## src/sv/fcp_pkg.sv

```systemverilog
// ----------------------------------------------------------------------------
// Framed command parser package
// Shared types and constants for the parser front end and executor.
// ----------------------------------------------------------------------------
package fcp_pkg;

    // Result status codes.
    typedef enum logic [3:0] {
        ST_SET      = 4'd0,
        ST_GET      = 4'd1,
        ST_HEADER   = 4'd2,
        ST_LEN_RNG  = 4'd3,
        ST_LEN_MIS  = 4'd4,
        ST_UNKNOWN  = 4'd5,
        ST_BAD_SET  = 4'd6,
        ST_BAD_GET  = 4'd7,
        ST_INDEX    = 4'd8,
        ST_TOO_LONG = 4'd9
    } t_status;

    // Command token matcher states.
    typedef enum logic [2:0] {
        CM_START = 3'd0,
        CM_S     = 3'd1,
        CM_SE    = 3'd2,
        CM_SET   = 3'd3,
        CM_G     = 3'd4,
        CM_GE    = 3'd5,
        CM_GET   = 3'd6,
        CM_NONE  = 3'd7
    } t_cmd;

    // Number parser phases.
    typedef enum logic [1:0] {
        NP_LEAD  = 2'd0,
        NP_DIGIT = 2'd1,
        NP_SPARE = 2'd2,
        NP_DONE  = 2'd3
    } t_nphase;

    // Operation that the front end hands to the executor.
    typedef enum logic [1:0] {
        OP_REPORT = 2'd0,
        OP_WRITE  = 2'd1,
        OP_READ   = 2'd2
    } t_op;

    localparam logic [7:0] CH_SPACE = 8'h20;
    localparam logic [7:0] CH_MINUS = 8'h2d;
    localparam logic [7:0] CH_PLUS  = 8'h2b;
    localparam logic [7:0] CH_ZERO  = 8'h30;
    localparam logic [7:0] CH_NINE  = 8'h39;

    // Header characters by position.
    function automatic logic [7:0] hdr_char(input logic [1:0] p);
        case (p)
            2'd0:    hdr_char = 8'h66;
            2'd1:    hdr_char = 8'h63;
            2'd2:    hdr_char = 8'h6f;
            default: hdr_char = 8'h6d;
        endcase
    endfunction

    // Command matcher step.
    function automatic t_cmd cmd_next(input t_cmd s, input logic [7:0] c);
        case (s)
            CM_START: cmd_next = (c == 8'h73) ? CM_S : ((c == 8'h67) ? CM_G : CM_NONE);
            CM_S:     cmd_next = (c == 8'h65) ? CM_SE : CM_NONE;
            CM_SE:    cmd_next = (c == 8'h74) ? CM_SET : CM_NONE;
            CM_G:     cmd_next = (c == 8'h65) ? CM_GE : CM_NONE;
            CM_GE:    cmd_next = (c == 8'h74) ? CM_GET : CM_NONE;
            default:  cmd_next = CM_NONE;
        endcase
    endfunction

endpackage

```

## src/sv/framed_command_parser.sv

```systemverilog
// ----------------------------------------------------------------------------
// Framed command parser
// Parses zero-terminated "fcom" frames and executes set/get on a table.
// ----------------------------------------------------------------------------
// Input channel: a byte word is accepted when push is high and full low.
// Non-zero bytes produce no result; each zero byte ends a frame and produces
// one result word.
// Result channel: while empty is low the oldest result is on the o_ ports;
// it is taken when pop is high. Results queue in a four-entry queue.
// Throughput: one byte per cycle while full is low. A terminator reaches
// empty low through front classification, table read and queue write.
// When the receiver stalls, full rises once two results wait, leaving room
// for commands still in flight between the front end and the queue.
// Reset clears all frame state, empties the queue and clears the table
// through per-entry valid bits at once.
// ----------------------------------------------------------------------------
module framed_command_parser import fcp_pkg::*; #(
    parameter int TABLE_DEPTH = 64,
    parameter int MAX_FRAME   = 255,
    parameter int VALUE_BITS  = 16
) (
    input  logic                  i_clk,
    input  logic                  i_rst_n,
    input  logic                  push,
    output logic                  full,
    input  logic [7:0]            i_rx_byte,
    output logic                  empty,
    input  logic                  pop,
    output logic [3:0]            o_status,
    output logic [7:0]            o_declared_length,
    output logic [8:0]            o_measured_length,
    output logic [VALUE_BITS-1:0] o_entry_index,
    output logic [VALUE_BITS-1:0] o_entry_value
);

    localparam int IDX_BITS = (TABLE_DEPTH > 1) ? $clog2(TABLE_DEPTH) : 1;

    logic                  f_valid;
    t_op                   f_op;
    t_status               f_status;
    logic [7:0]            f_decl;
    logic [8:0]            f_meas;
    logic [VALUE_BITS-1:0] f_idx, f_val;
    logic [IDX_BITS-1:0]   f_addr;
    logic                  almost_full;

    fcp_front #(
        .TABLE_DEPTH(TABLE_DEPTH), .MAX_FRAME(MAX_FRAME),
        .VALUE_BITS(VALUE_BITS), .IDX_BITS(IDX_BITS)
    ) u_front (
        .i_clk(i_clk), .i_rst_n(i_rst_n),
        .i_valid(push && !full), .i_byte(i_rx_byte),
        .o_valid(f_valid), .o_op(f_op), .o_status(f_status),
        .o_decl(f_decl), .o_meas(f_meas), .o_idx(f_idx),
        .o_val(f_val), .o_addr(f_addr)
    );

    fcp_back #(
        .TABLE_DEPTH(TABLE_DEPTH), .VALUE_BITS(VALUE_BITS), .IDX_BITS(IDX_BITS)
    ) u_back (
        .i_clk(i_clk), .i_rst_n(i_rst_n),
        .i_valid(f_valid), .i_op(f_op), .i_status(f_status),
        .i_decl(f_decl), .i_meas(f_meas), .i_idx(f_idx),
        .i_val(f_val), .i_addr(f_addr), .i_pop(pop),
        .o_empty(empty), .o_almost_full(almost_full),
        .o_status(o_status), .o_decl(o_declared_length),
        .o_meas(o_measured_length), .o_idx(o_entry_index),
        .o_val(o_entry_value)
    );

    assign full = almost_full;

endmodule

```

## src/sv/fcp_front.sv

```systemverilog
// ----------------------------------------------------------------------------
// Framed command parser front end
// Parses one byte per cycle and emits one classified command per frame.
// ----------------------------------------------------------------------------
module fcp_front import fcp_pkg::*; #(
    parameter int TABLE_DEPTH = 64,
    parameter int MAX_FRAME   = 255,
    parameter int VALUE_BITS  = 16,
    parameter int IDX_BITS    = 6
) (
    input  logic                  i_clk,
    input  logic                  i_rst_n,
    input  logic                  i_valid,
    input  logic [7:0]            i_byte,
    output logic                  o_valid,
    output t_op                   o_op,
    output t_status               o_status,
    output logic [7:0]            o_decl,
    output logic [8:0]            o_meas,
    output logic [VALUE_BITS-1:0] o_idx,
    output logic [VALUE_BITS-1:0] o_val,
    output logic [IDX_BITS-1:0]   o_addr
);

    logic [7:0]            r_pos;
    logic                  r_too_long;
    logic                  r_hdr_ok;
    logic [7:0]            r_len;
    logic [3:0]            r_tok_cnt;
    logic                  r_in_tok;
    t_cmd                  r_cmd;
    t_nphase               r_ph  [2];
    logic                  r_neg [2];
    logic [VALUE_BITS-1:0] r_acc [2];

    logic                  is_digit;
    logic [VALUE_BITS-1:0] digit_v;
    logic [3:0]            tok_after;
    logic [VALUE_BITS-1:0] idx_v, val_v;
    logic [8:0]            meas;
    logic                  idx_ok;

    assign is_digit  = (i_byte >= CH_ZERO) && (i_byte <= CH_NINE);
    assign digit_v   = VALUE_BITS'(i_byte - CH_ZERO);
    assign tok_after = (!r_in_tok && r_tok_cnt != 4'd15) ? r_tok_cnt + 4'd1 : r_tok_cnt;
    assign idx_v     = r_neg[0] ? (~r_acc[0] + 1'b1) : r_acc[0];
    assign val_v     = r_neg[1] ? (~r_acc[1] + 1'b1) : r_acc[1];
    assign meas      = {1'b0, r_pos} + 9'd1;
    assign idx_ok    = !idx_v[VALUE_BITS-1] &&
                       ({1'b0, idx_v} < (VALUE_BITS+1)'(TABLE_DEPTH));

    // Frame state update.
    always_ff @(posedge i_clk) begin
        if (!i_rst_n || (i_valid && i_byte == 8'd0)) begin
            r_pos      <= '0;
            r_too_long <= 1'b0;
            r_hdr_ok   <= 1'b1;
            r_len      <= '0;
            r_tok_cnt  <= '0;
            r_in_tok   <= 1'b0;
            r_cmd      <= CM_START;
            for (int k = 0; k < 2; k++) begin
                r_ph[k]  <= NP_LEAD;
                r_neg[k] <= 1'b0;
                r_acc[k] <= '0;
            end
        end else if (i_valid) begin
            if (r_pos < 8'd4) begin
                if (i_byte != hdr_char(r_pos[1:0])) r_hdr_ok <= 1'b0;
            end else if (r_pos == 8'd4) begin
                r_len <= i_byte;
            end else if (i_byte == CH_SPACE) begin
                r_in_tok <= 1'b0;
            end else begin
                r_in_tok  <= 1'b1;
                r_tok_cnt <= tok_after;
                if (tok_after == 4'd1) begin
                    r_cmd <= cmd_next(r_cmd, i_byte);
                end
                for (int k = 0; k < 2; k++) begin
                    if (tok_after == 4'(k + 2)) begin
                        if (r_ph[k] == NP_LEAD) begin
                            if (i_byte >= 8'd9 && i_byte <= 8'd13) begin
                                r_ph[k] <= NP_LEAD;
                            end else if (i_byte == CH_PLUS) begin
                                r_ph[k] <= NP_DIGIT;
                            end else if (i_byte == CH_MINUS) begin
                                r_ph[k]  <= NP_DIGIT;
                                r_neg[k] <= 1'b1;
                            end else if (is_digit) begin
                                r_ph[k]  <= NP_DIGIT;
                                r_acc[k] <= digit_v;
                            end else begin
                                r_ph[k] <= NP_DONE;
                            end
                        end else if (r_ph[k] == NP_DIGIT) begin
                            if (is_digit) begin
                                r_acc[k] <= VALUE_BITS'({r_acc[k], 3'b000}
                                          + {r_acc[k], 1'b0} + digit_v);
                            end else begin
                                r_ph[k] <= NP_DONE;
                            end
                        end
                    end
                end
            end
            if (r_pos >= 8'(MAX_FRAME - 1)) r_too_long <= 1'b1;
            if (r_pos != 8'd255) r_pos <= r_pos + 8'd1;
        end
    end

    // Classification at the terminator.
    always_ff @(posedge i_clk) begin
        if (!i_rst_n) begin
            o_valid <= 1'b0;
        end else begin
            o_valid <= i_valid && i_byte == 8'd0;
        end
        o_decl <= r_len;
        o_meas <= meas;
        o_idx  <= '0;
        o_val  <= '0;
        o_addr <= idx_v[IDX_BITS-1:0];
        o_op   <= OP_REPORT;
        if (r_too_long) begin
            o_status <= ST_TOO_LONG;
        end else if (r_pos < 8'd4 || !r_hdr_ok) begin
            o_status <= ST_HEADER;
        end else if (r_len < 8'd5 || {1'b0, r_len} > 9'(MAX_FRAME)) begin
            o_status <= ST_LEN_RNG;
        end else if (meas != {1'b0, r_len}) begin
            o_status <= ST_LEN_MIS;
        end else if (r_tok_cnt == 4'd0 || (r_cmd != CM_SET && r_cmd != CM_GET)) begin
            o_status <= ST_UNKNOWN;
        end else if (r_cmd == CM_SET) begin
            if (r_tok_cnt != 4'd3) begin
                o_status <= ST_BAD_SET;
            end else begin
                o_idx <= idx_v;
                if (!idx_ok) begin
                    o_status <= ST_INDEX;
                end else begin
                    o_status <= ST_SET;
                    o_val    <= val_v;
                    o_op     <= OP_WRITE;
                end
            end
        end else begin
            if (r_tok_cnt != 4'd2) begin
                o_status <= ST_BAD_GET;
            end else begin
                o_idx <= idx_v;
                if (!idx_ok) begin
                    o_status <= ST_INDEX;
                end else begin
                    o_status <= ST_GET;
                    o_op     <= OP_READ;
                end
            end
        end
    end

endmodule

```

## src/sv/fcp_back.sv

```systemverilog
// ----------------------------------------------------------------------------
// Framed command parser executor
// Holds the variable table and a result queue; performs set and get.
// ----------------------------------------------------------------------------
module fcp_back import fcp_pkg::*; #(
    parameter int TABLE_DEPTH = 64,
    parameter int VALUE_BITS  = 16,
    parameter int IDX_BITS    = 6
) (
    input  logic                  i_clk,
    input  logic                  i_rst_n,
    input  logic                  i_valid,
    input  t_op                   i_op,
    input  t_status               i_status,
    input  logic [7:0]            i_decl,
    input  logic [8:0]            i_meas,
    input  logic [VALUE_BITS-1:0] i_idx,
    input  logic [VALUE_BITS-1:0] i_val,
    input  logic [IDX_BITS-1:0]   i_addr,
    input  logic                  i_pop,
    output logic                  o_empty,
    output logic                  o_almost_full,
    output logic [3:0]            o_status,
    output logic [7:0]            o_decl,
    output logic [8:0]            o_meas,
    output logic [VALUE_BITS-1:0] o_idx,
    output logic [VALUE_BITS-1:0] o_val
);

    localparam int QD = 4;

    // Table with per-entry valid bits so reset reads as zero.
    logic [VALUE_BITS-1:0]  r_mem [TABLE_DEPTH];
    logic [TABLE_DEPTH-1:0] r_vld;
    logic [VALUE_BITS-1:0]  r_rd;
    logic                   r_rd_vld;

    // Stage holding the command during the table read.
    logic                   r_s_v;
    t_op                    r_s_op;
    t_status                r_s_st;
    logic [7:0]             r_s_decl;
    logic [8:0]             r_s_meas;
    logic [VALUE_BITS-1:0]  r_s_idx, r_s_val;

    // Result queue.
    logic [3:0]            r_q_st   [QD];
    logic [7:0]            r_q_decl [QD];
    logic [8:0]            r_q_meas [QD];
    logic [VALUE_BITS-1:0] r_q_idx  [QD];
    logic [VALUE_BITS-1:0] r_q_val  [QD];
    logic [1:0]            r_wp, r_rp;
    logic [2:0]            r_cnt;
    logic                  push_q, pop_q;

    always_ff @(posedge i_clk) begin
        if (!i_rst_n) begin
            r_vld <= '0;
        end else if (i_valid && i_op == OP_WRITE) begin
            r_vld[i_addr] <= 1'b1;
        end
        if (i_valid && i_op == OP_WRITE) r_mem[i_addr] <= i_val;
        r_rd     <= r_mem[i_addr];
        r_rd_vld <= r_vld[i_addr];
    end

    always_ff @(posedge i_clk) begin
        if (!i_rst_n) begin
            r_s_v <= 1'b0;
        end else begin
            r_s_v <= i_valid;
        end
        r_s_op   <= i_op;
        r_s_st   <= i_status;
        r_s_decl <= i_decl;
        r_s_meas <= i_meas;
        r_s_idx  <= i_idx;
        r_s_val  <= i_val;
    end

    assign push_q = r_s_v;
    assign pop_q  = i_pop && (r_cnt != 3'd0);

    always_ff @(posedge i_clk) begin
        if (!i_rst_n) begin
            r_wp  <= '0;
            r_rp  <= '0;
            r_cnt <= '0;
        end else begin
            if (push_q) r_wp <= r_wp + 2'd1;
            if (pop_q)  r_rp <= r_rp + 2'd1;
            r_cnt <= r_cnt + {2'b0, push_q} - {2'b0, pop_q};
        end
        if (push_q) begin
            r_q_st[r_wp]   <= r_s_st;
            r_q_decl[r_wp] <= r_s_decl;
            r_q_meas[r_wp] <= r_s_meas;
            r_q_idx[r_wp]  <= r_s_idx;
            r_q_val[r_wp]  <= (r_s_op == OP_READ) ? (r_rd_vld ? r_rd : '0) : r_s_val;
        end
    end

    // Two commands may be in flight ahead of the queue.
    assign o_almost_full = r_cnt >= 3'd2;
    assign o_empty  = r_cnt == 3'd0;
    assign o_status = r_q_st[r_rp];
    assign o_decl   = r_q_decl[r_rp];
    assign o_meas   = r_q_meas[r_rp];
    assign o_idx    = r_q_idx[r_rp];
    assign o_val    = r_q_val[r_rp];

endmodule

```

## config.mk

```make
export PLATFORM = sky130hd
export DESIGN_NAME = framed_command_parser
export DESIGN_NICKNAME = d
export VERILOG_FILES = /design/src/sv/fcp_pkg.sv /design/src/sv/framed_command_parser.sv /design/src/sv/fcp_front.sv /design/src/sv/fcp_back.sv
export SDC_FILE = /design/constraint.sdc
export NUM_CORES = 2
export LEC_CHECK = 0
export BUFFER_PORTS_ARGS = -buffer_cell sky130_fd_sc_hd__clkbuf_2
export CAP_MARGIN = 5
export CORE_AREA = 10 10 486 488
export DETAILED_ROUTE_END_ITERATION = 12
export DIE_AREA = 0 0 496 498
export SYNTH_ARGS = -nofsm -noshare
export SYNTH_HDL_FRONTEND = slang
export SYNTH_SLANG_ARGS = --single-unit
```

## constraint.sdc

```tcl
create_clock -name i_clk -period 10.27 [get_ports i_clk]
set_input_delay 1.5405 -clock i_clk [delete_from_list [all_inputs] [get_ports i_clk]]
set_output_delay 1.5405 -clock i_clk [all_outputs]
set_load 0.02 [all_outputs]
```

# Yosys cells after proc, flatten, opt, wreduce, memory -nomap -nowiden
# Memory sizes are Yosys's and may differ from the RTL's. A register that Yosys moved wholly into a read port is not among the register bits.
# Index checks and enable logic that the tools add are counted.
# op_classes
reduce_logical	36
n_addsub	14
mux	202
bitwise_logic	26
eq_ne	30
order_cmp	11
# op_table
op	count
2-to-1 mux 16 bit	11
2-to-1 mux 1 bit	143
adder 16 bit	4
bitwise OR 64 bit	1
2-to-1 mux 2 bit	28
2-to-1 mux 4 bit	10
adder 16 x 1 -> 16 bit (second input constant)	2
equality test 8 x 7 -> 1 bit (second input constant)	4
inverter 16 bit	2
equality test 8 x 6 -> 1 bit (second input constant)	3
2-to-1 mux 8 bit	3
bitwise OR 1 bit	18
< comparator 16 x 7 -> 1 bit (second input constant)	1
< comparator 8 x 3 -> 1 bit (second input constant)	2
one-hot mux 3 bit (5 select lines)	1
one-hot mux 4 bit (3 select lines)	1
logical AND 1 bit	10
adder 8 x 1 -> 9 bit (second input constant)	1
2-to-1 mux 3 bit	3
!= test 9 x 8 -> 1 bit	1
AND reduction 3 bit	3
subtractor 8 x 6 -> 9 bit (second input constant)	1
adder 8 x 1 -> 8 bit (second input constant)	1
equality test 2 x 1 -> 1 bit (second input constant)	4
other kinds (41)	61
# totals
inputBits	12
mem_bits_rw	1274
elab_cells	356
register_bits	216
n_memories	9
# mem_list
memory	words	width	rd	rd_clocked_by_memory_dff	wr	line_no	text
u_back.r_mem	64	16	1	1	1	fcp_back.sv:33	logic [VALUE_BITS-1:0] r_mem [TABLE_DEPTH];
u_back.r_q_idx	4	16	1	1	1	fcp_back.sv:50	logic [VALUE_BITS-1:0] r_q_idx [QD];
u_back.r_q_val	4	16	1	1	1	fcp_back.sv:51	logic [VALUE_BITS-1:0] r_q_val [QD];
u_back.r_q_meas	4	9	1	1	1	fcp_back.sv:49	logic [8:0] r_q_meas [QD];
u_back.r_q_decl	4	8	1	1	1	fcp_back.sv:48	logic [7:0] r_q_decl [QD];
u_front.r_acc	2	16	2	0	2	fcp_front.sv:34	logic [VALUE_BITS-1:0] r_acc [2];
+3 memories	-	-	-	-	-	-	

# Logic depth before layout (Yosys ltp)
# depth
depth_word	17
ltp_mapped	14
depth_no_buf	14

# By module
# A second synthesis with hierarchy kept.
# hier_totals
hier_cells	3737
area_unflattened_um2	59241.8
# by_module_without_submodules
mod	area_per_inst_um2	seq_area_each_um2	cells_each	n_inst
fcp_back	51634.5	40038.4	2915	1
fcp_front	7593.5	2892.8	821	1
framed_command_parser	13.8	0.0	1	1

# Least setup slack after synthesis
# Ideal clock, no wire load.
# synth_timing
path_kind	in2reg
from	input i_rx_byte[4]
to	memory u_front.r_acc[0][15], data pin
path_buffers	0
required_time_ns	10.120
path_stages	11
path_slack_ns	3.820
setup_ns	0.150
t_arrival_ns	6.300
path_cell_list	ha_1 -> nor3_1 -> fa_1 -> ha_1 -> or2_2 -> a21oi_1 -> a31oi_1 -> a31oi_1 -> xnor2_1 -> or3_1 -> a21oi_1
# synth_lines
item	line_no	text
start: declaration	framed_command_parser.sv:26	input logic [7:0] i_rx_byte,
end: declaration	fcp_front.sv:34	

==> impl_metrics.env <==
export IMPL_cts_tree="yes"
export IMPL_endpoint_kind="primary output"
export IMPL_max_clock_path_buffers=3
export IMPL_cts_resized_gates=0
export IMPL_slew_viol_final=0
export IMPL_num_vias=32033
export IMPL_grt_pass1_vias=31199
export IMPL_yosysUniqueCellTypes=76
export IMPL_path_class="flip-flop to primary output"
export IMPL_die_x_um=496
export IMPL_intPower_mw=9.96
export IMPL_htreeDepth=4
export IMPL_cp_slowest_cell="buf_4"
export IMPL_clkPwrFrac_pct=42.7
export IMPL_seq_power_share_pct=52.0
export IMPL_ios=67
export IMPL_switching_share_pct=22.0
export IMPL_synthAdderAreaFrac_pct=2.07
export IMPL_path_delay_family="buffers and inverters"
export IMPL_setup_viol=0
export IMPL_globalplace_congestion=0.811
export IMPL_synth_edf_count=1273
export IMPL_grt_overflow=0
export IMPL_clk_pin_slew_worst_paths_ns=0.06
export IMPL_run_status="finished, final reports clean"
export IMPL_worstSkewPairLatency_ns=0.78
export IMPL_finalHoldViolations=0
export IMPL_yosys_warnings=0
export IMPL_drive_gt1_share_pct=13.6
export IMPL_hold_buffers=0
export IMPL_synth_xor_area_share_pct=1.32
export IMPL_drc=0
export IMPL_cts_root_buf="clkbuf_16"
export IMPL_die_y_um=498
export IMPL_fin_crit_ns=4.50
export IMPL_hold_path_class="flip-flop to flip-flop"
export IMPL_cts_made_buffers=152
export IMPL_routedWlPerCell_um=22.3
export IMPL_seq_area_frac_synth_pct=76.3
export IMPL_leakage_nw=23.4
export IMPL_syn_num_nets=3558
export IMPL_num_rows=175
export IMPL_synthSimpleGateAreaFrac_pct=5.29
export IMPL_syn_to_final_growth_pct=16.6
export IMPL_synthFlopType="edfxtp_1"
export IMPL_powerDensity_mw_per_mm2=195
export IMPL_synth_top_family_by_area="compound AO/OA/AOI/OAI gates"
export IMPL_coreArea_mm2=0.226
export IMPL_drtAntennaViolNets=0
export IMPL_crit_required_ns=8.73
export IMPL_first_pass_iters=6
export IMPL_slowest_delay_ns=0.69
export IMPL_rsz0062_at_grt="no"
export IMPL_tightest_slew_ns=1.15
export IMPL_post_cts_buffers=0
export IMPL_syn_inst=3469
export IMPL_critical_path_buf_inv_count=2
export IMPL_fin_skew_ns=0.0279
export IMPL_fmax_mhz=222
export IMPL_ys_async_sr_fraction_pct=0
export IMPL_combPwrFrac_pct=5.3
export IMPL_power_switching_mw=2.82
export IMPL_arrival_ns=2.95
export IMPL_cp_start_kind="flip-flop"
export IMPL_crit_fanout=35
export IMPL_die_area_mm2=0.247
export IMPL_finalCritPeriodShare_pct=43.8
export IMPL_max_cap_violations=0
export IMPL_grt_max_degree=116
export IMPL_fin_hold_ws_ns=0.316
export IMPL_drt_iter0_drc=3383
export IMPL_tns_ns=0
export IMPL_clock_sinks=1508
export IMPL_rrSetupSlack_ns=5.98
export IMPL_avgSynthCellArea_um2=16.2
export IMPL_start_util_pct=24.8
export IMPL_grt_pass1_wl_um=219000
export IMPL_wl_um=150000
export IMPL_viasPerCell=4.74
export IMPL_irDropWorstVdd_uv=150
export IMPL_synth_mux_area_share_pct=2.34
export IMPL_synth_compound_area_share_pct=11.0
export IMPL_synth_area_mm2=0.0562
export IMPL_antenna_found_initial=0
export IMPL_path_cells="buf_4 > mux4_2 > clkbuf_2"
export IMPL_post_dp_hpwl_um=84100
export IMPL_io_buffers=66
export IMPL_ys_seq_elements=1508
export IMPL_final_nets=3706
export IMPL_slew_headroom_pct=22.8
export IMPL_grt_usage_pct=11.7
[layout by cell type, fill, tap and decap left out, drive strengths merged, types with 10 or more instances in the layout]
master,count
a22o,92
nand3,42
dfxtp,235
a22oi,369
nand2,121
edfxtp,1273
mux4,53
xnor2,43
mux2i,11
nor2b,11
o31ai,10
a21oi,104
fa,27
and3,12
a31oi,86
buf,116
clkinv,47
nand4,70
o21ai,61
nor2,292
or3,17
nor3,21
ha,50
a221oi,89
inv,59
clkbuf,283
xor2,42
[cell families (layout without fill, tap and decap cells)]
family                   count (synthesis)  after routing
AND/OR/NAND/NOR                        639            639
flip-flops                            1508           1508
multiplexers                            65             65
XOR/XNOR                                85             85
other                                    0              3
buffers and inverters                  239            516
AO/OA/AOI/OAI                          856            856
adder cells (fa/ha/maj)                 77             77
[cell type report]
type / count / area, µm²
inverter: 51 / 194
tap: 3009 / 3760
timing repair buffer: 182 / 1260
sequential: 1508 / 43000
clock buffer: 217 / 4240
clock inverter: 66 / 683
antenna: 3 / 7.51
fill: 22413 / 161000
multi-input combinational: 1722 / 12500
[power by group through the flow]
stage                     registers, mW  logic [mW]  clock network, mW
after global placement             6.77       0.687                  0
after floorplan                    6.73       0.510                  0
after CTS                          6.65       0.693               5.53
final                              6.64       0.683               5.45
after detailed placement           6.78       0.690                  0
after global routing               6.65       0.742               5.78
[through the flow]
stage / cell area (µm²) / total power, mW / std cells / setup WS (ns) / utilization (%)
4_1_cts: 65600 / 12.9 / 6755 / 5.59 / 29.0
2_1_floorplan: 56200 / 7.24 / 3469 / 3.82 / -
6_report: 65600 / 12.8 / 6758 / 5.77 / 29.0
5_1_grt: 65600 / 13.2 / 6755 / 5.52 / 29.0
3_3_place_gp: 60700 / 7.46 / 6472 / 5.19 / 26.8
3_5_place_dp: 60700 / 7.47 / 6472 / 5.08 / 26.8
[routing by layer]
metal	GRT usage (%)	share of wire, %	up-vias
met1	15.7	42	16465
li1	-	-	14100
met2	19.0	48	1221
met5	0	0	-
met4	3.98	3.2	0
met3	1.85	6.7	247
[path summary, 6_finish.rpt]
| check | startpoint | endpoint | depth (start not counted) |
|---|---|---|---|
| max | flip-flop | o_entry_value[10] | 3 |
| min | u_front.o_idx[3] | u_back.r_s_idx[3] | 0 |
| max reg2reg | u_front.o_addr[2] | u_back.r_rd[9] | 8 |
| min reg2reg | u_front.o_idx[3] | u_back.r_s_idx[3] | 0 |
[synthesized netlist by cell type (60+ instances only)]
master    number  share of area (%)
dfxtp_1      235                8.4
clkbuf_1     143               0.95
edfxtp_1    1273                 68
a21oi_1      104               0.93
o21ai_0       60               0.53
nor2_1       291                1.9
nand2_1      120               0.80
a221oi_1      89                1.4
a31oi_1       85               0.95
a22o_1        92                1.4
nand4_1       69               0.77
a22oi_1      369                4.9
[flip-flops by register name (all words and copies together), names as in the netlist, 9 cells and up, named ones only]
register,count
u_back.r_q_decl,32
u_front.r_acc,32
u_back.r_s_val,16
u_back.r_q_st,16
u_front.o_idx,16
u_back.r_s_idx,16
u_back.r_q_idx,64
u_front.o_meas,9
u_front.o_val,16
u_back.r_vld,64
u_back.r_mem,1024
u_back.r_q_meas,36
u_back.r_s_meas,9
u_back.r_q_val,64
u_back.r_rd,16
[worst register-to-register path: cells and delay by family, from the launching register on]
family                 cells  cell delay, ns
buffers and inverters      3            2.21
AO/OA/AOI/OAI              3            1.04
flip-flops                 1            0.55
AND/OR/NAND/NOR            2            0.43
Power figures use the tool's default switching activity.
